File: src/design/rational_quad_bezier_triangle_eval_core_defines.svh
// ============================================================================
// rational_quad_bezier_triangle_eval_core_defines: assertion macros
// Concurrent check macros for the evaluator; compiled out with ASSERT_OFF.
// ============================================================================
`ifndef RATIONAL_QUAD_BEZIER_TRIANGLE_EVAL_CORE_DEFINES_SVH
`define RATIONAL_QUAD_BEZIER_TRIANGLE_EVAL_CORE_DEFINES_SVH

`ifndef ASSERT_OFF

// Antecedent implies consequent in the same cycle.
`define RQBT_ASSERT_IMP(lbl, ante, cons, msg) \
    lbl: assert property (@(posedge i_clk) disable iff (!i_rst_n) (ante) |-> (cons)) \
        else $error(msg);

// Condition never holds.
`define RQBT_ASSERT_NEVER(lbl, cond, msg) \
    lbl: assert property (@(posedge i_clk) disable iff (!i_rst_n) !(cond)) \
        else $error(msg);

`else

`define RQBT_ASSERT_IMP(lbl, ante, cons, msg)
`define RQBT_ASSERT_NEVER(lbl, cond, msg)

`endif

`endif

File: src/design/rqbt_pkg.sv
// ============================================================================
// rqbt_pkg: shared types and constants
// Register map, fixed field widths and the divider flag bundle.
// ============================================================================
package rqbt_pkg;

    localparam int PARAM_W    = 16;  // barycentric parameter width
    localparam int CFG_W      = 48;  // configuration register width
    localparam int CFG_IDX_W  = 3;   // configuration index width
    localparam int NUM_REGS   = 8;
    localparam int NUM_POINTS = 6;   // control points and Bernstein terms
    localparam int NUM_COORDS = 3;
    localparam int WEIGHT_W   = 16;  // one packed weight
    localparam int ARITH_W    = 64;  // wrap width of the wide sums

    typedef enum logic [CFG_IDX_W-1:0] {
        REG_CORNER_ONE          = 3'd0,
        REG_CORNER_TWO          = 3'd1,
        REG_CORNER_THREE        = 3'd2,
        REG_EDGE_CTRL_ONE_TWO   = 3'd3,
        REG_EDGE_CTRL_ONE_THREE = 3'd4,
        REG_EDGE_CTRL_TWO_THREE = 3'd5,
        REG_CORNER_WEIGHTS      = 3'd6,
        REG_EDGE_WEIGHTS        = 3'd7
    } t_reg_idx;

    // Per-lane status carried alongside the divider data.
    typedef struct packed {
        logic neg;    // quotient is negative
        logic ovf;    // integer quotient already exceeds the coordinate range
        logic wzero;  // weight sum is zero
    } t_div_flags;

endpackage

File: src/design/rqbt_div_step.sv
// ============================================================================
// rqbt_div_step: one restoring division stage
// Resolves quotient bit STEP of all three lanes against the shared divisor.
// ============================================================================
module rqbt_div_step #(
    parameter int COORD_WIDTH = 16,
    parameter int STEP        = 15,
    parameter int WSUM_W      = 42,
    parameter int NUM_W       = 58,
    parameter int DIV_W       = 58
) (
    input  logic                        i_clk,
    input  logic                        i_rst_n,
    input  logic                        i_valid,
    output logic                        o_ready,
    input  logic [NUM_W-1:0]            i_rem   [rqbt_pkg::NUM_COORDS],
    input  logic [COORD_WIDTH-1:0]      i_quo   [rqbt_pkg::NUM_COORDS],
    input  logic [WSUM_W-1:0]           i_aw,
    input  rqbt_pkg::t_div_flags        i_flags [rqbt_pkg::NUM_COORDS],
    output logic                        o_valid,
    input  logic                        i_ready,
    output logic [NUM_W-1:0]            o_rem   [rqbt_pkg::NUM_COORDS],
    output logic [COORD_WIDTH-1:0]      o_quo   [rqbt_pkg::NUM_COORDS],
    output logic [WSUM_W-1:0]           o_aw,
    output rqbt_pkg::t_div_flags        o_flags [rqbt_pkg::NUM_COORDS]
);
    import rqbt_pkg::*;

    logic                   rdy;
    logic                   r_vld;
    logic [DIV_W-1:0]       trial;
    logic [DIV_W:0]         diff  [NUM_COORDS];
    logic [NUM_W-1:0]       n_rem [NUM_COORDS];
    logic [COORD_WIDTH-1:0] n_quo [NUM_COORDS];
    logic [NUM_W-1:0]       r_rem [NUM_COORDS];
    logic [COORD_WIDTH-1:0] r_quo [NUM_COORDS];
    logic [WSUM_W-1:0]      r_aw;
    t_div_flags             r_flags [NUM_COORDS];

    assign rdy = !r_vld || i_ready;

    always_ff @(posedge i_clk) begin
        if (!i_rst_n) begin
            r_vld <= 1'b0;
        end else if (rdy) begin
            r_vld <= i_valid;
        end
    end

    // Subtract the shifted divisor; a clear borrow sets the quotient bit.
    always_comb begin
        trial = DIV_W'(i_aw) << STEP;
        for (int c = 0; c < NUM_COORDS; c++) begin
            diff[c]        = {1'b0, DIV_W'(i_rem[c])} - {1'b0, trial};
            n_quo[c]       = i_quo[c];
            n_quo[c][STEP] = !diff[c][DIV_W];
            n_rem[c]       = diff[c][DIV_W] ? i_rem[c] : diff[c][NUM_W-1:0];
        end
    end

    always_ff @(posedge i_clk) begin
        if (rdy) begin
            r_aw <= i_aw;
            for (int c = 0; c < NUM_COORDS; c++) begin
                r_rem[c]   <= n_rem[c];
                r_quo[c]   <= n_quo[c];
                r_flags[c] <= i_flags[c];
            end
        end
    end

    assign o_ready = rdy;
    assign o_valid = r_vld;
    assign o_aw    = r_aw;
    always_comb begin
        for (int c = 0; c < NUM_COORDS; c++) begin
            o_rem[c]   = r_rem[c];
            o_quo[c]   = r_quo[c];
            o_flags[c] = r_flags[c];
        end
    end

endmodule
File: config.mk
export PLATFORM = sky130hd
export DESIGN_NAME = rqbt_div_step
export DESIGN_NICKNAME = d
export VERILOG_FILES = /design/src/design/rational_quad_bezier_triangle_eval_core_defines.svh /design/src/design/rqbt_pkg.sv /design/src/design/rqbt_div_step.sv
export SDC_FILE = /design/constraint.sdc
export NUM_CORES = 1
export LEC_CHECK = 0
export BUFFER_PORTS_ARGS = -buffer_cell sky130_fd_sc_hd__buf_4
export CAP_MARGIN = 10
export CORE_MARGIN = 3
export CORE_UTILIZATION = 40
export CTS_CLUSTER_DIAMETER = 40
export DETAILED_ROUTE_END_ITERATION = 10
export GPL_TIMING_DRIVEN = 0
export PLACE_DENSITY = 0.7
export SLEW_MARGIN = 20
export SYNTH_ARGS = -nofsm -noshare
export SYNTH_HDL_FRONTEND = slang
export SYNTH_SLANG_ARGS = --single-unit
File: constraint.sdc
create_clock -name i_clk -period 12.1 [get_ports i_clk]
set_input_delay 3.025 -clock i_clk [delete_from_list [all_inputs] [get_ports i_clk]]
set_output_delay 3.025 -clock i_clk [all_outputs]
set_load 0.01 [all_outputs]
==> key figures, run 1 <==
Drt
  • Avg WL per Cell: 23.6 µm
  • Antenna viol nets, final: 0
  • Via density: 5.59
  • Routed wire length: 64.2 mm
  • Starting DRT DRC Count: 991
  • # DRC: 0
  • Total number of vias: 15200
  • Pre-antenna DRT Iters: 5

Setup path
  • Slowest CP cell: nand2b_4
  • Category of the most critical setup path: primary input to output pin
  • Worst path bufs/invs: 3
  • Critical Path Start Type: primary input
  • Worst-path cell chain: buf_4, nand2b_4, buf_16, buf_4
  • CP endpoint kind: output pin
  • Critical path's largest stage delay: 0.51 ns
  • Cell count along the critical path: 4
  • Most frequent CP cell: buf_4
  • CP max FO: 58
  • Critical path required time: 9.07 ns
  • CP arrival: 4.22 ns
  • Crit-path leading delay family: buffers and inverters
  • Worst R2R Path Depth: 3

Clocking
  • CTS Buf Count: 46
  • Root Buffer: clkbuf_16
  • CTS Hold Bufs: 0
  • H-tree levels: 2
  • Post-CTS Resized: 0
  • Clk pin slew, worst setup/hold paths: about 0.060 ns
  • Clock Latency Late Sink: 0.57 ns
  • CTS Buffer Depth: 3
  • Post-CTS Setup Bufs: 0
  • TritonCTS sink count: roughly 270
  • CTS tree: yes

Layout
  • Most common cell after layout, fill and taps aside: buf_4
  • Commonest cells after routing, fill and taps aside: 548 x buf_4, 273 x edfxtp_1, 160 x a21oi_1
  • P&R area growth vs syn: 38.0%
  • Fraction of layout cells with a size suffix above 1: a little under a third
  • Final nets: about 2600
  • Fin area: roughly 24000 µm²

Global routing
  • Total gr overflow: 0
  • First-pass GRT wire length: 90.8 mm
  • Gr usage total: 26.9%
  • Largest net degree at the start of global routing: 59
  • Number of global-route vias before repair: ~15000
  • Antenna violations before repair: 4

Floorplan
  • DIE HEIGHT: 212 µm
  • # IOs: 552
  • Die footprint: 45100 µm²
  • Cell row count: 74
  • Initial cell density of the core: 41.1%
  • Die X: 212 µm
  • Core area: between 40000 and 50000 µm²

Synthesis
  • Main flop type after synthesis: edfxtp_1
  • Yosys warns: 0
  • Post-synthesis cell area: 17000 µm²
  • Syn avg cell area: approximately 11 µm²
  • EDFF count, synth: 273
  • Post-Synthesis Cells: 1554
  • Seq/Total Area, Yosys: 48.2%
  • Synthesized Nets: a little under 2000
  • FF+latch count, synth: 274
  • Cell variety after synth: 88
  • Async set-reset flop share out of synthesis: 0%

STA
  • Transition time of the tightest slew-check pin: 0.781 ns
  • Max transition margin: 47.9%
  • Final hold violation count: 0
  • Clock Skew: about 0.028 ns
  • Final slew viol count: 0
  • Period utilization: 59.8%
  • Setup TNS: 0 ns
  • Min Tclk post-route: between 7 and 8 ns
  • # setup viols final: 0
  • Fmax: 0.138 GHz
  • Unrepaired setup endpoints after global routing: no

Place
  • Area after DPL: 21900 µm²
  • GPL Wtd Cong: between 0.9 and 1
  • Dpl hpwl: between 50 and 60 mm
  • PortBufs: 548

Min path
  • Hold path depth: 1
  • Hold Crit Class: register to register

Outcome
  • Status: finished clean

Power
  • Pwr Density: 150 nW/µm²
  • Leak: 10.4 nW
  • Peak supply drop: ~98 µV

Job
  • Max cap viols: 0
[registers in the layout (all words and copies together) (netlist names)]
| name | count |
|---|---|
| o_aw | 42 |
| r_rem | 174 |
| r_quo | 48 |
| o_valid | 1 |
| r_flags | 9 |
[per-stage QoR]
| stage | setup WS, ns | total power [mW] | hold WS [ns] | util [%] | cells |
|---|---|---|---|---|---|
| 6_report | 4.86 | 3.52 | 1.08 | 56.7 | 2724 |
| 5_1_grt | 4.78 | 3.67 | 1.13 | 56.7 | 2724 |
| 4_1_cts | 4.87 | 3.55 | 1.08 | 56.7 | 2722 |
| 3_5_place_dp | 4.86 | 2.21 | 1.07 | 52.9 | 2639 |
| 3_3_place_gp | 0.455 | 2.21 | 3.20 | 52.6 | 2634 |
| 2_1_floorplan | 2.58 | 1.77 | 3.12 | - | 1554 |
[per-layer routing]
metal  vias up  part of all wire, %  GRT usage, %
met5         -                0.031             0
met4         2                  3.8          9.82
met3       121                  6.6          5.28
met2       578                   50          48.2
met1      7393                   39          32.2
li1       7120                    -             -
[final timing paths]
kind                 from       endpoint  slack, ns
setup / recovery  i_ready        o_ready       4.86
hold / removal    o_valid  r_flags[0][2]       1.08
setup reg to reg  o_valid   r_rem[0][25]      10.25
hold reg to reg   o_valid  r_flags[0][2]       1.08
[worst register-to-register path, cell delays in order (launching register included)]
cell      delay (ns)
dfxtp_1         0.35
nand2b_4        0.49
buf_16          0.35
buf_12          0.30
[cells by family (layout without fill, tap and decap cells)]
kind of cell / after synthesis / in the layout / share of synthesized area [%]
other: 0 / 2 / 0
DFF: 274 / 274 / 48.2
buffers and inverters: 134 / 770 / 3.39
and+or+nand+nor: 356 / 356 / 10.1
AOI/OAI and AO/OA: 488 / 488 / 18.8
xor gates and xnor gates: 101 / 101 / 5.19
adders and majority gates: 129 / 129 / 9.61
muxes: 72 / 72 / 4.74
[synthesized netlist by cell type, types with 13 or more instances]
library cell	count	share of area, %
xor2_1	40	2.1
a211oi_1	15	0.66
nand3_1	28	0.82
edfxtp_1	273	48
and3_1	15	0.55
nand2_1	101	2.2
a21oi_1	160	4.7
mux2_1	58	3.8
nand4_1	24	0.88
nor2_1	94	2.1
o21ai_1	14	0.41
nor3_1	29	0.85
ha_1	126	9.3
nand2b_1	13	0.48
clkbuf_1	30	0.66
inv_1	80	1.8
o31ai_1	14	0.62
a31oi_1	18	0.66
xnor2_1	61	3.1
o21ai_0	76	2.2
o21bai_1	23	1.0
o21a_1	18	0.79
a21o_1	71	3.1
[layout make-up]
class | instances | area [µm²]
antenna | 2 | 5.00
buffer | 51 | 265
clock buffer | 52 | 1180
clock inverter | 31 | 380
fill | 3564 | 18000
inverter | 83 | 313
multi-input combinational | 1146 | 8250
sequential | 274 | 8220
tap | 532 | 666
timing repair buffer | 553 | 4240
[power by group]
part / switching, mW / leakage, nW / total, mW / internal (mW)
Sequential: 0.0446 / 2.83 / 1.25 / 1.21
Clock: 0.482 / 0.753 / 1.32 / 0.841
Combinational: 0.517 / 6.84 / 0.950 / 0.433
No activity file was read; power rests on OpenSTA's default activity.
==> inputs of run 2 (changes only) <==
- clock period: 12.1 -> 6.2 ns (I/O delays scaled with it)
==> run 2 against run 1 <==
Non-clock buffer count did not move. Hold slack got worse by 0.15 ns. Sequential share of layout area fell by 0.40 points. Final area rose by 1.2%. Core utilization rose by 0.66 points. Via count rose by 1.0%. Critical path depth rose by 11. Critical path type is now primary input to register.
==> key figures, run 2 (synthesized netlist as in run 1, its figures left out) <==
Outcome
  • Status: finished clean

Clocking
  • Post-CTS Setup Bufs: 0 (unchanged)
  • CTS Buf Count: 51 (+11%)
  • CTS Hold Bufs: 0 (unchanged)
  • TritonCTS sink count: 274 (unchanged)
  • CTS Buffer Depth: 3 (unchanged)
  • H-tree levels: 2 (unchanged)
  • Root Buffer: clkbuf_16
  • Clock Latency Late Sink: 0.58 ns (about the same)
  • Post-CTS Resized: 0 (unchanged)
  • CTS tree: yes
  • Clk pin slew, worst setup/hold paths: 0.06 ns (about the same)

STA
  • Unrepaired setup endpoints after global routing: no
  • Min Tclk post-route: 4.71 ns
  • Final worst slack: 1.49 ns (-3.37 ns)
  • Final hold slack: 0.932 ns (-0.151 ns)
  • Final hold violation count: 0 (unchanged)
  • Period utilization: approximately 76%
  • # setup viols final: 0 (unchanged)
  • Final slew viol count: 0 (unchanged)
  • Transition time of the tightest slew-check pin: 0.841 ns (+0.0598 ns)
  • Clock Skew: 0.0123 ns (-0.0158 ns)
  • Max transition margin: 43.8% (-4.1 points)
  • Fmax: 0.212 GHz

Power
  • Pwr Density: 305 nW/µm² (+100%)
  • Peak supply drop: 214 µV (+120%)
  • Design Power: 7.24 mW (+110%)
  • Leak: 10.6 nW (+1.2%)

Layout
  • Layout Utilization: 57.4% (+0.66 points)
  • Fraction of layout cells with a size suffix above 1: 32.0% (+0.40 points)
  • Most common cell after layout, fill and taps aside: buf_4
  • Commonest cells after routing, fill and taps aside: 548 x buf_4, 273 x edfxtp_1, 160 x a21oi_1
  • Top reg by flops: r_rem
  • P&R area growth vs syn: 39.6%
  • Final nets: 2566 (+0.20%)
  • Post-Layout Cell Count: 2740 (+0.59%)
  • Max FFs per register: 174 (unchanged)

Min path
  • Hold path depth: 1 (unchanged)
  • WHS Endpoint: r_flags[0][3]
  • Hold path startpoint: o_valid
  • Hold Crit Class: register to register

Place
  • PortBufs: 548 (unchanged)
  • Dpl hpwl: 52.1 mm (-0.31%)
  • Placed Instances: 2639 (unchanged)
  • Pre-CTS WS: 0.932 ns (-3.93 ns)
  • GPL Wtd Cong: 0.946 (-1.8%)

Setup path
  • CP arrival: 5.02 ns (+0.80 ns)
  • CP endpoint kind: register
  • Critical path required time: 6.51 ns (-2.56 ns)
  • Worst R2R Path Depth: 4 (+1)
  • CP max FO: 10 (-83%)
  • Reg-to-Reg Start: o_valid
  • Reg2reg setup slack: 4.16 ns (-6.09 ns)
  • Critical Path Start Type: primary input
  • Worst-path cell chain: buf_4, inv_1, ha_1, clkbuf_1, nand2_1, nor3_1, nand3_1, a21oi_1, o21ai_1, a211oi_1, o21bai_1, and2_4, inv_2, buf_6, mux2_1
  • Category of the most critical setup path: primary input to register
  • Critical path's largest stage delay: 0.37 ns (-0.14 ns)
  • FF-to-FF End: r_rem[0][133]
  • Slowest CP cell: a21oi_1

Global routing
  • First-pass GRT wire length: 92.4 mm (+1.8%)
  • Gr usage total: 27.4% (+0.41 points)
  • Largest net degree at the start of global routing: 58 (-1.7%)
  • Antenna violations before repair: 6 (+2)
  • Number of global-route vias before repair: 15000 (+0.89%)
  • Total gr overflow: 0 (unchanged)

Floorplan
  • Die footprint: 45100 µm² (unchanged)
  • DIE HEIGHT: 212 µm (unchanged)
  • Initial cell density of the core: 41.1% (unchanged)
  • Cell row count: 74 (unchanged)
  • # IOs: 552 (unchanged)
  • Core area: 41500 µm² (unchanged)
  • Die X: 212 µm (unchanged)

Job
  • Max cap viols: 0 (unchanged)

Drt
  • Avg WL per Cell: 23.6 µm (+0.20%)
  • Via density: 5.61 (+0.42%)
  • Routed wire length: 64.7 mm (+0.78%)
  • Pre-antenna DRT Iters: 5 (unchanged)
  • # DRC: 0 (unchanged)
  • Total number of vias: 15400 (+1.0%)
  • Starting DRT DRC Count: 1237 (+25%)
  • Antenna viol nets, final: 0 (unchanged)
==> run 2: cell count changes in the layout (fill, tap and decap cells not counted), sizes merged <==
cell	previous run	this run
bufinv	6	7
clkbuf	82	85
clkinv	14	13
clkinvlp	5	6
diode	2	5
inv	89	98
==> run 2: critical path: cells and delay by family <==
kind	cells	cell delay [ns]
buf+inv	5	0.86
fa+ha+maj	1	0.33
compound gates	4	1.08
mux	1	0.37
simple gates	4	0.80
==> run 2: how the worst max path moves through the flow <==
stage / startpoint / end / slack [ns] / cells after the start
3_5_place_dp: i_aw[20] / r_rem[0][104] / 0.93 / 15
2_1_floorplan: i_ready / o_ready / 1.17 / 1
6_report: i_aw[20] / r_rem[0][104] / 1.49 / 15
4_1_cts: i_aw[17] / r_rem[0][104] / 1.54 / 15
5_1_grt: i_aw[1] / r_rem[0][159] / 1.19 / 14
3_3_place_gp: i_ready / o_ready / -0.08 / 3
==> run 2: final cells by class <==
cell class / instances / area, µm²
flip-flops and latches: 274 / 8220
inverters: 83 / 313
clock buffers: 55 / 1330
clock inverters: 41 / 489
fillers: 3527 / 17700
well taps: 532 / 666
multi-input cells: 1146 / 8250
plain buffers: 51 / 265
repair buffers: 553 / 4240
diodes: 5 / 12.5
==> run 2: where the power goes <==
part	switching [mW]	internal, mW	total (mW)	leakage [nW]
registers	0.0872	2.35	2.44	2.83
clock network	1.06	1.89	2.95	0.879
logic	1.01	0.845	1.86	6.84
==> run 2: metrics by stage <==
step / instance area (µm²) / TNS (ns)
3_3_place_gp: 21800 / -0.0818
2_1_floorplan: 17000 / 0
6_report: 23800 / 0
3_5_place_dp: 22000 / 0
4_1_cts: 23800 / 0
5_1_grt: 23800 / 0
==> run 2: layer usage <==
layer	share of wire [%]	vias to the layer above	wire length (µm)	global-route usage, %
met5	0.040	-	26	0
met4	4.3	4	2790	12.0
met3	7.4	126	4800	5.62
met2	49	650	31600	46.7
met1	39	7459	25500	33.6
li1	-	7129	-	-
