`config.mk`:
```
export PLATFORM = sky130hd
export DESIGN_NAME = rqbt_norm
export DESIGN_NICKNAME = d
export VERILOG_FILES = /design/src/design/rational_quad_bezier_triangle_eval_core_defines.svh /design/src/design/rqbt_pkg.sv /design/src/design/rqbt_norm.sv
export SDC_FILE = /design/constraint.sdc
export NUM_CORES = 1
export LEC_CHECK = 0
export BUFFER_PORTS_ARGS = -buffer_cell sky130_fd_sc_hd__buf_2
export CAP_MARGIN = 30
export CORE_ASPECT_RATIO = 1.2
export CORE_MARGIN = 2
export CORE_UTILIZATION = 50
export DETAILED_ROUTE_END_ITERATION = 8
export GPL_TIMING_DRIVEN = 0
export PLACE_DENSITY = 0.74
export SLEW_MARGIN = 20
export SYNTH_ARGS = -nofsm -noshare
export SYNTH_HDL_FRONTEND = slang
export SYNTH_SLANG_ARGS = --single-unit
```
`constraint.sdc`:
```
create_clock -name i_clk -period 18.6 [get_ports i_clk]
set_clock_uncertainty 0.05 [all_clocks]
set_input_delay 2.79 -clock i_clk [delete_from_list [all_inputs] [get_ports i_clk]]
set_output_delay 2.79 -clock i_clk [all_outputs]
set_load 0.005 [all_outputs]
```
`src/design/rational_quad_bezier_triangle_eval_core_defines.svh`:
```
// ============================================================================
// rational_quad_bezier_triangle_eval_core_defines: assertion macros
// Concurrent check macros for the evaluator; compiled out with ASSERT_OFF.
// ============================================================================
`ifndef RATIONAL_QUAD_BEZIER_TRIANGLE_EVAL_CORE_DEFINES_SVH
`define RATIONAL_QUAD_BEZIER_TRIANGLE_EVAL_CORE_DEFINES_SVH

`ifndef ASSERT_OFF

// Antecedent implies consequent in the same cycle.
`define RQBT_ASSERT_IMP(lbl, ante, cons, msg) \
    lbl: assert property (@(posedge i_clk) disable iff (!i_rst_n) (ante) |-> (cons)) \
        else $error(msg);

// Condition never holds.
`define RQBT_ASSERT_NEVER(lbl, cond, msg) \
    lbl: assert property (@(posedge i_clk) disable iff (!i_rst_n) !(cond)) \
        else $error(msg);

`else

`define RQBT_ASSERT_IMP(lbl, ante, cons, msg)
`define RQBT_ASSERT_NEVER(lbl, cond, msg)

`endif

`endif

```
`src/design/rqbt_pkg.sv`:
```
// ============================================================================
// rqbt_pkg: shared types and constants
// Register map, fixed field widths and the divider flag bundle.
// ============================================================================
package rqbt_pkg;

    localparam int PARAM_W    = 16;  // barycentric parameter width
    localparam int CFG_W      = 48;  // configuration register width
    localparam int CFG_IDX_W  = 3;   // configuration index width
    localparam int NUM_REGS   = 8;
    localparam int NUM_POINTS = 6;   // control points and Bernstein terms
    localparam int NUM_COORDS = 3;
    localparam int WEIGHT_W   = 16;  // one packed weight
    localparam int ARITH_W    = 64;  // wrap width of the wide sums

    typedef enum logic [CFG_IDX_W-1:0] {
        REG_CORNER_ONE          = 3'd0,
        REG_CORNER_TWO          = 3'd1,
        REG_CORNER_THREE        = 3'd2,
        REG_EDGE_CTRL_ONE_TWO   = 3'd3,
        REG_EDGE_CTRL_ONE_THREE = 3'd4,
        REG_EDGE_CTRL_TWO_THREE = 3'd5,
        REG_CORNER_WEIGHTS      = 3'd6,
        REG_EDGE_WEIGHTS        = 3'd7
    } t_reg_idx;

    // Per-lane status carried alongside the divider data.
    typedef struct packed {
        logic neg;    // quotient is negative
        logic ovf;    // integer quotient already exceeds the coordinate range
        logic wzero;  // weight sum is zero
    } t_div_flags;

endpackage

```
`src/design/rqbt_norm.sv`:
```
// ============================================================================
// rqbt_norm: divider operand preparation
// Two stages: magnitudes and signs, then the quotient range check.
// ============================================================================
module rqbt_norm #(
    parameter int COORD_WIDTH = 16,
    parameter int WSUM_W      = 42,
    parameter int NUM_W       = 58,
    parameter int DIV_W       = 58
) (
    input  logic                        i_clk,
    input  logic                        i_rst_n,
    input  logic                        i_valid,
    output logic                        o_ready,
    input  logic signed [NUM_W-1:0]     i_num [rqbt_pkg::NUM_COORDS],
    input  logic signed [WSUM_W-1:0]    i_wsum,
    output logic                        o_valid,
    input  logic                        i_ready,
    output logic [NUM_W-1:0]            o_an [rqbt_pkg::NUM_COORDS],
    output logic [WSUM_W-1:0]           o_aw,
    output rqbt_pkg::t_div_flags        o_flags [rqbt_pkg::NUM_COORDS]
);
    import rqbt_pkg::*;

    logic [2:0] rdy;
    logic [1:0] r_vld;

    logic [NUM_W-1:0]  n_an  [NUM_COORDS];
    logic [NUM_W-1:0]  r_an5 [NUM_COORDS];
    logic [NUM_W-1:0]  r_an6 [NUM_COORDS];
    logic [WSUM_W-1:0] n_aw, r_aw5, r_aw6;
    t_div_flags        n_fl5 [NUM_COORDS];
    t_div_flags        r_fl5 [NUM_COORDS];
    t_div_flags        n_fl6 [NUM_COORDS];
    t_div_flags        r_fl6 [NUM_COORDS];
    logic [DIV_W-1:0]  aw_top;

    always_comb begin
        rdy[2] = i_ready;
        rdy[1] = !r_vld[1] || rdy[2];
        rdy[0] = !r_vld[0] || rdy[1];
    end

    always_ff @(posedge i_clk) begin
        if (!i_rst_n) begin
            r_vld <= '0;
        end else begin
            if (rdy[0]) r_vld[0] <= i_valid;
            if (rdy[1]) r_vld[1] <= r_vld[0];
        end
    end

    // Stage 5: magnitudes, quotient sign, zero weight.
    always_comb begin
        n_aw = i_wsum[WSUM_W-1] ? WSUM_W'(-i_wsum) : WSUM_W'(i_wsum);
        for (int c = 0; c < NUM_COORDS; c++) begin
            n_an[c]        = i_num[c][NUM_W-1] ? NUM_W'(-i_num[c]) : NUM_W'(i_num[c]);
            n_fl5[c].neg   = i_num[c][NUM_W-1] ^ i_wsum[WSUM_W-1];
            n_fl5[c].ovf   = 1'b0;
            n_fl5[c].wzero = (i_wsum == '0);
        end
    end

    always_ff @(posedge i_clk) begin
        if (rdy[0]) begin
            r_aw5 <= n_aw;
            for (int c = 0; c < NUM_COORDS; c++) begin
                r_an5[c] <= n_an[c];
                r_fl5[c] <= n_fl5[c];
            end
        end
    end

    // Stage 6: flag quotients whose integer part needs more than COORD_WIDTH bits.
    always_comb begin
        aw_top = DIV_W'(r_aw5) << COORD_WIDTH;
        for (int c = 0; c < NUM_COORDS; c++) begin
            n_fl6[c]     = r_fl5[c];
            n_fl6[c].ovf = (DIV_W'(r_an5[c]) >= aw_top);
        end
    end

    always_ff @(posedge i_clk) begin
        if (rdy[1]) begin
            r_aw6 <= r_aw5;
            for (int c = 0; c < NUM_COORDS; c++) begin
                r_an6[c] <= r_an5[c];
                r_fl6[c] <= n_fl6[c];
            end
        end
    end

    assign o_ready = rdy[0];
    assign o_valid = r_vld[1];
    assign o_aw    = r_aw6;
    always_comb begin
        for (int c = 0; c < NUM_COORDS; c++) begin
            o_an[c]    = r_an6[c];
            o_flags[c] = r_fl6[c];
        end
    end

endmodule

```
==> metrics.md, run 1 <==
| Metric | Value |
|---|---|
| Status | `finished clean` |
| Pins Over Slew Limit | `0` |
| F_max | `about 150 MHz` |
| RSZ-0062 raised after global routing | `no` |
| GP Congestion | `about 0.96` |
| Power density over cell area | `99.3 mW/mm2` |
| Setup TNS | `0 ns` |
| Antenna viol nets, final | `0` |
| Hold WS | `0.373 ns` |
| Synth Cell Area | `between 0.02 and 0.025 mm2` |
| Rel. slew slack | `0.324` |
| H-tree Lvls | `2` |
| Worst hold-check path type | `flip-flop to flip-flop` |
| Critical R2R Capture | `r_fl6[0][4]$_DFFE_PP_` |
| R2R depth | `8` |
| WP data required | `roughly 16 ns` |
| Worst VDD drop | `between 0.08 and 0.09 mV` |
| Global-route wire length before repair | `88300 um` |
| Synthesized flop and latch total | `445` |
| Core area | `slightly above 0.04 mm2` |
| DR iter-0 viols | `1083` |
| Largest net degree at the start of global routing | `slightly above 100` |
| Hpwl dp | `approximately 48000 um` |
| P_leak | `between 10 and 15 nW` |
| Worst-Margin Slew | `about 1.0 ns` |
| CP Launch Type | `primary input` |
| Worst-path maximum fanout | `15` |
| Routed WL | `roughly 61000 um` |
| EDFF count, synth | `~440` |
| Worst Path Arrival | `3.93 ns` |
| Post-CTS Hold Fix Bufs | `0` |
| Clock transition at path regs | `0.07 ns` |
| Post-Syn Nets | `between 1500 and 2000` |
| Top FF cell, synth | `edfxtp_1` |
| Initial core utilization | `0.503` |
| Initial antenna violation count | `20` |
| Max cap viols | `0` |
| Reg2reg setup slack | `15.79 ns` |
| Tmin final | `between 6 and 7 ns` |
| Clock sink count | `445` |
| Async SR Flop Fraction | `0` |
| Routed vias | `approximately 15000` |
| PortBufs | `around 450` |
| Reg2Reg Launch Point | `r_aw5[17]$_DFFE_PP_` |
| Hold path depth | `0` |
| Post-Syn Area per Cell | `13.8 um2` |
| Final Setup Violations | `0` |
| Overflow after GRT | `0` |
| Root Buffer | `clkbuf_16` |
| Rows | `between 80 and 90` |
| Crit end category | `output pin` |
| Total track usage | `0.276` |
| Number of I/O pins | `approximately 450` |
| Synthesis Warnings | `0` |
| Overall power | `2.53 mW` |
| Die area | `0.0435 mm2` |
| Non-filler instance count after layout | `~2600` |
| Num CTS Buffers | `45` |
| Post-Syn Instances | `between 1500 and 2000` |
| CTS-repair resized insts | `0` |
| Clk_lat worst skew | `0.58 ns` |
| Synthesis-to-layout area growth | `21.8%` |
| Die X | `191 um` |
| Tcrit/Tclk final | `0.364` |
| Critical Path Start | `i_ready` |
| Crit path kind | `primary input to output pin` |
| 1st-pass router iterations | `7` |
| Vias/cell | `between 5 and 6` |
| Total Nets Final | `~2400` |
| Hold wc startpoint | `r_fl5[0][3]$_DFFE_PP_` |
| CTS tree | `done` |
| Placed Instances | `approximately 2500` |
| Clk buf depth | `3` |
| Seq/Total Area, Yosys | `0.638` |
| Share of layout cells above drive strength 1 | `0.265` |
| Vias in the first global route | `15000` |
| Wire length per cell | `about 23 um` |
| Util after Layout | `0.613` |
| Endpoints failing hold | `0` |
| Netlist cell types | `50` |
| Residual DRC | `0` |
| Hold Crit Endpoint | `r_fl6[0][5]$_DFFE_PP_` |
| Die Y | `228 um` |
| # Post-CTS Setup Buffers | `0` |
==> worst max-delay path, stage by stage <==
cell and delay [ns]:
buf_2 0.10, nor2b_1 0.51, nand2_4 0.31, buf_2 0.22
==> layer usage <==
metal,wire length (um),GRT usage,vias up
met5,117,0,-
met4,3260,0.150,18
met3,5390,0.0712,185
met2,29700,0.456,798
met1,22200,0.329,7230
li1,-,-,6885
==> flip-flops by register name, indices dropped and copies added (netlist names) <==
| register | count |
|---|---|
| o_aw | 42 |
| r_an5 | 174 |
| r_an6 | 174 |
| r_aw5 | 42 |
| r_fl5 | 4 |
| r_fl6 | 7 |
| r_vld | 2 |
==> layout make-up <==
| cell class | instances | area [um2] |
|---|---|---|
| fillers | 3227 | 16100 |
| flip-flops and latches | 445 | 13300 |
| multi-input cells | 981 | 7250 |
| repair buffers | 452 | 2400 |
| clock buffers | 53 | 1200 |
| well taps | 546 | 683 |
| clock inverters | 29 | 239 |
| inverters | 60 | 233 |
| plain buffers | 28 | 114 |
| diodes | 11 | 27.5 |
==> placed cells by master (no fill, tap or decap), types with 10 or more instances in the layout <==
cell type	count
a21o_1	11
a21oi_1	51
buf_2	446
clkbuf_1	27
clkbuf_16	47
clkinv_1	10
diode_2	11
edfxtp_1	443
ha_1	130
inv_1	59
nand2_1	101
nand2b_1	17
nand3_1	32
nand4_1	34
nor2_1	36
nor3_1	24
nor4_1	35
o21ai_0	83
o31ai_1	60
o41ai_1	29
or2_2	10
or3_1	34
or4_1	24
xnor2_1	198
==> cells in the mapped netlist, types with 4 or more instances <==
| cell type | n | share of area |
|---|---|---|
| nor2b_1 | 5 | 0.0015 |
| xor2_1 | 9 | 0.0038 |
| xnor2_1 | 198 | 0.083 |
| buf_1 | 4 | 0.00072 |
| nand4b_1 | 4 | 0.0017 |
| nor3_1 | 24 | 0.0057 |
| or3_1 | 34 | 0.010 |
| or2_2 | 10 | 0.0030 |
| o21ai_0 | 83 | 0.020 |
| nor4_1 | 36 | 0.011 |
| nor4b_1 | 5 | 0.0021 |
| nand3_1 | 32 | 0.0077 |
| nand3b_1 | 6 | 0.0022 |
| or4_1 | 24 | 0.0086 |
| o31ai_1 | 60 | 0.022 |
| clkbuf_1 | 21 | 0.0038 |
| o41ai_1 | 29 | 0.012 |
| a21oi_1 | 51 | 0.012 |
| a21boi_0 | 5 | 0.0018 |
| ha_1 | 130 | 0.078 |
| edfxtp_1 | 443 | 0.64 |
| nand2_1 | 102 | 0.018 |
| nand2b_1 | 17 | 0.0051 |
| nand4_1 | 34 | 0.010 |
| nor2_1 | 36 | 0.0065 |
| a21o_1 | 11 | 0.0039 |
| inv_1 | 60 | 0.011 |
==> per-stage QoR <==
stage | area [um2] | setup WS (ns)
after floorplan | 20900 | 8.27
after global placement | 23800 | 5.33
after detailed placement | 24000 | 11.79
after CTS | 25500 | 11.79
after global routing | 25500 | 11.68
final | 25500 | 11.83
==> where the power goes <==
| group | internal (mW) | switching (mW) |
|---|---|---|
| clock network | 0.504 | 0.388 |
| logic | 0.149 | 0.200 |
| registers | 1.24 | 0.0529 |
| total | 1.89 | 0.640 |
==> worst max path at each step <==
stage              end  cells after the start
3_3_place_gp   o_ready                      4
4_1_cts        o_ready                      4
6_report       o_ready                      4
3_5_place_dp   o_ready                      4
5_1_grt        o_ready                      4
2_1_floorplan  o_ready                      2
==> logic make-up (layout without fill, tap and decap cells) <==
family | Yosys count | after routing | share of synthesized area
AND/OR/NAND/NOR | 381 | 381 | 0.0989
XOR/XNOR | 207 | 207 | 0.0867
flip-flops | 445 | 445 | 0.638
other | 0 | 11 | 0
AO/OA/AOI/OAI | 263 | 263 | 0.0827
buffers and inverters | 88 | 622 | 0.0162
adder cells (fa/ha/maj) | 130 | 130 | 0.0777
Note: power is estimated with default switching activity, not from simulation.
==> inputs of run 2 (changes only) <==
ABC_AREA = 1   (was default)
PLACE_DENSITY = 0.76   (was 0.74)
clock period = 5.7 ns   (was 18.6 ns; I/O delays follow)
==> run 2 against run 1 <==
Effect of this change: sequential power increased to 3.2 times the previous value; final cell count increased by 47%; non-clock buffer count increased by 4; clock-buffer cell count decreased by 2; die area increased by 16%; flip-flop and latch count unchanged; combinational power increased to 3.8 times the previous value; critical path type unchanged; critical endpoint unchanged; largest cell class unchanged; largest power group unchanged.
==> metrics.md, run 2 <==
| Metric | Value |
|---|---|
| Routed WL | `a little over 80000 um` |
| Worst hold-check path type | `flip-flop to flip-flop` |
| Crit end category | `output pin` |
| Clk_lat worst skew | `0.58 ns` |
| Met3 Use GR | `0.0571` |
| Worst VDD drop | `roughly 0.24 mV` |
| Vias/cell | `5.36` |
| Routed vias | `roughly 21000` |
| Synth Cell Area | `0.0243 mm2` |
| Util after Layout | `0.605` |
| Synthesis-to-layout area growth | `19.5%` |
| Worst Path Arrival | `2.30 ns` |
| Synthesized flop and latch total | `approximately 450` |
| Hold wc startpoint | `r_fl5[0][3]$_DFFE_PP_` |
| Pre-CTS setup slack | `2.51 ns` |
| Crit path buffers/inverters | `6` |
| CP max stage delay | `between 0.2 and 0.3 ns` |
| Reg2reg setup slack | `3.35 ns` |
| Root Buffer | `clkbuf_16` |
| GP Congestion | `about 0.96` |
| RSZ-0062 raised after global routing | `no` |
| 1st-pass router iterations | `7` |
| Post-CTS Hold Fix Bufs | `0` |
| Total Nets Final | `~3500` |
| Placed Instance Area | `approximately 0.028 mm2` |
| Core area | `between 0.04 and 0.05 mm2` |
| Die Y | `around 250 um` |
| F_max | `between 300 and 400 MHz` |
| Power density over cell area | `between 200 and 300 mW/mm2` |
| Final Setup Violations | `0` |
| Initial core utilization | `0.506` |
| Endpoints failing hold | `0` |
| Met1 Track Usage GR | `0.414` |
| Slowest CP cell | `buf_12` |
| CP Launch Type | `primary input` |
| Crit path kind | `primary input to output pin` |
| R2R depth | `10` |
| Initial antenna violation count | `8` |
| Share of layout cells above drive strength 1 | `0.181` |
| Synth cell count leaders | `823 x nand2_1, 484 x nor2_1, 443 x edfxtp_1` |
| H-tree Lvls | `2` |
| # Post-CTS Setup Buffers | `0` |
| Status | `finished clean` |
| Filler cells | `4252` |
| Placed Instances | `about 3800` |
| Critical R2R Capture | `r_fl6[0][1]$_DFFE_PP_` |
| Global Route met2 Usage | `0.522` |
| DR iter-0 viols | `around 1600` |
| Max cap viols | `0` |
| Flip-flop and latch area | `between 0.01 and 0.015 mm2` |
| Seq/Total Area, Yosys | `0.550` |
| Hold Crit Endpoint | `r_fl6[0][5]$_DFFE_PP_` |
| Post-Syn Instances | `between 2000 and 3000` |
| Vias in the first global route | `20100` |
| CTS-repair resized insts | `0` |
| Top FF cell, synth | `edfxtp_1` |
| Hpwl dp | `64900 um` |
| Non-filler instance count after layout | `around 3800` |
| Rel. slew slack | `0.582` |
| Largest net degree at the start of global routing | `90` |
| EDFF count, synth | `between 400 and 500` |
| Reg2Reg Launch Point | `r_aw5[41]$_SDFFCE_PN0P_` |
| Most common cell in the synthesized netlist | `nand2_1` |
| Hold path depth | `0` |
| Post-Syn Nets | `~3000` |
| Tmin final | `between 3 and 4 ns` |
| Tcrit/Tclk final | `0.562` |
| Worst-path maximum fanout | `between 40 and 50` |
| Post-route cell area | `between 0.02 and 0.03 mm2` |
| Num CTS Buffers | `43` |
| Clk buf depth | `3` |
| Pins Over Slew Limit | `0` |
| Clock transition at path regs | `0.06 ns` |
| Netlist cell types | `35` |
| Multi-input gate area | `a little under 0.01 mm2` |
| Fin worst setup slack | `2.50 ns` |
| Async SR Flop Fraction | `0` |
| Largest cells by area after synthesis | `edfxtp_1 55%, nand2_1 13%, nor2_1 7.5%, ha_1 6.7%, inv_1 3.7%` |
| Synthesis Warnings | `0` |
| Overall power | `between 8 and 9 mW` |
| GRT busiest layer | `met2` |
| Clock sink count | `445` |
| Global-route wire length before repair | `119000 um` |
| Worst-Margin Slew | `0.623 ns` |
| Overflow after GRT | `0` |
| CTS tree | `done` |
| Most frequent cells in the layout | `822 x nand2_1, 484 x nor2_1, 457 x buf_2` |
| Most common library cell in the layout ignoring fill and taps | `nand2_1` |
| Critical path cell sequence | `buf_2 -> inv_1 -> nand3_4 -> buf_16 -> buf_12 -> buf_16 -> buf_2` |
| Rows | `a little under 90` |
| P_leak | `12.9 nW` |
| CP top delay family | `buffers and inverters` |
| Die area | `0.0503 mm2` |
| Area share of the largest cell type after synthesis | `0.548` |
| Total track usage | `0.321` |
| Residual DRC | `0` |
| Antenna viol nets, final | `0` |
| Die X | `~200 um` |
| Wire length per cell | `roughly 21 um` |
| Yosys top cell by area | `edfxtp_1` |
| PortBufs | `about 440` |
| Post-Syn Area per Cell | `9.08 um2` |
| Largest regs | `r_an5 (174), r_an6 (174)` |
| WP data required | `between 4 and 5 ns` |
| Number of I/O pins | `447` |
[run 2: through the flow]
step | hold slack [ns] | setup TNS, ns
floorplan | 0.350 | 0
global placement | 0.352 | -402.32
detailed placement | 0.355 | 0
CTS | 0.370 | 0
global route | 0.386 | 0
finish | 0.369 | 0
[run 2: worst reg2reg max path, stage by stage, from the launching register on]
cell	delay, ns
edfxtp_1	0.42
inv_1	0.43
ha_1	0.36
nand2_1	0.10
inv_1	0.07
nand3_1	0.10
inv_1	0.06
nand2_1	0.06
nand2_1	0.08
a21oi_1	0.17
nand4_1	0.17
[run 2: layout make-up]
type	instances	share of cell area
Inverter	238	0.0308
Clock inverter	27	0.0114
Buffer	34	0.00608
Multi-Input combinational cell	1958	0.341
Antenna cell	7	0.000604
Clock buffer	51	0.0403
Timing Repair Buffer	450	0.0830
Sequential cell	445	0.460
Tap cell	630	0.0272
[run 2: per-layer routing]
metal / up-vias / wire length, um / share of wire
met5: - / 7 / 0.000086
met4: 2 / 4430 / 0.054
li1: 9847 / - / -
met3: 191 / 6460 / 0.079
met2: 917 / 37900 / 0.47
met1: 9627 / 32700 / 0.40
[run 2: report_power, final]
part           leakage, nW  total [mW]  switching (mW)  internal [mW]
sequential            4.72        4.19           0.188           4.00
clock                0.729        3.05            1.26           1.79
combinational         7.49        1.31           0.834          0.480
total                 12.9        8.55            2.29           6.27
[run 2: cell families after synthesis]
group / synth area share
AOI/OAI and AO/OA: 0.0332
xor gates and xnor gates: 0.0462
and+or+nand+nor: 0.260
adders and majority gates: 0.0670
DFF: 0.550
buffers and inverters: 0.0441
[run 2: how the worst max path moves through the flow]
stage / slack, ns / cells after the start / startpoint / endpoint
4_1_cts: 2.50 / 7 / i_ready / o_ready
6_report: 2.50 / 7 / i_ready / o_ready
2_1_floorplan: 0.38 / 2 / i_ready / r_an5[0][0]$_DFFE_PP_
3_5_place_dp: 2.51 / 7 / i_ready / o_ready
3_3_place_gp: -2.03 / 4 / i_ready / o_ready
5_1_grt: 2.42 / 7 / i_ready / o_ready
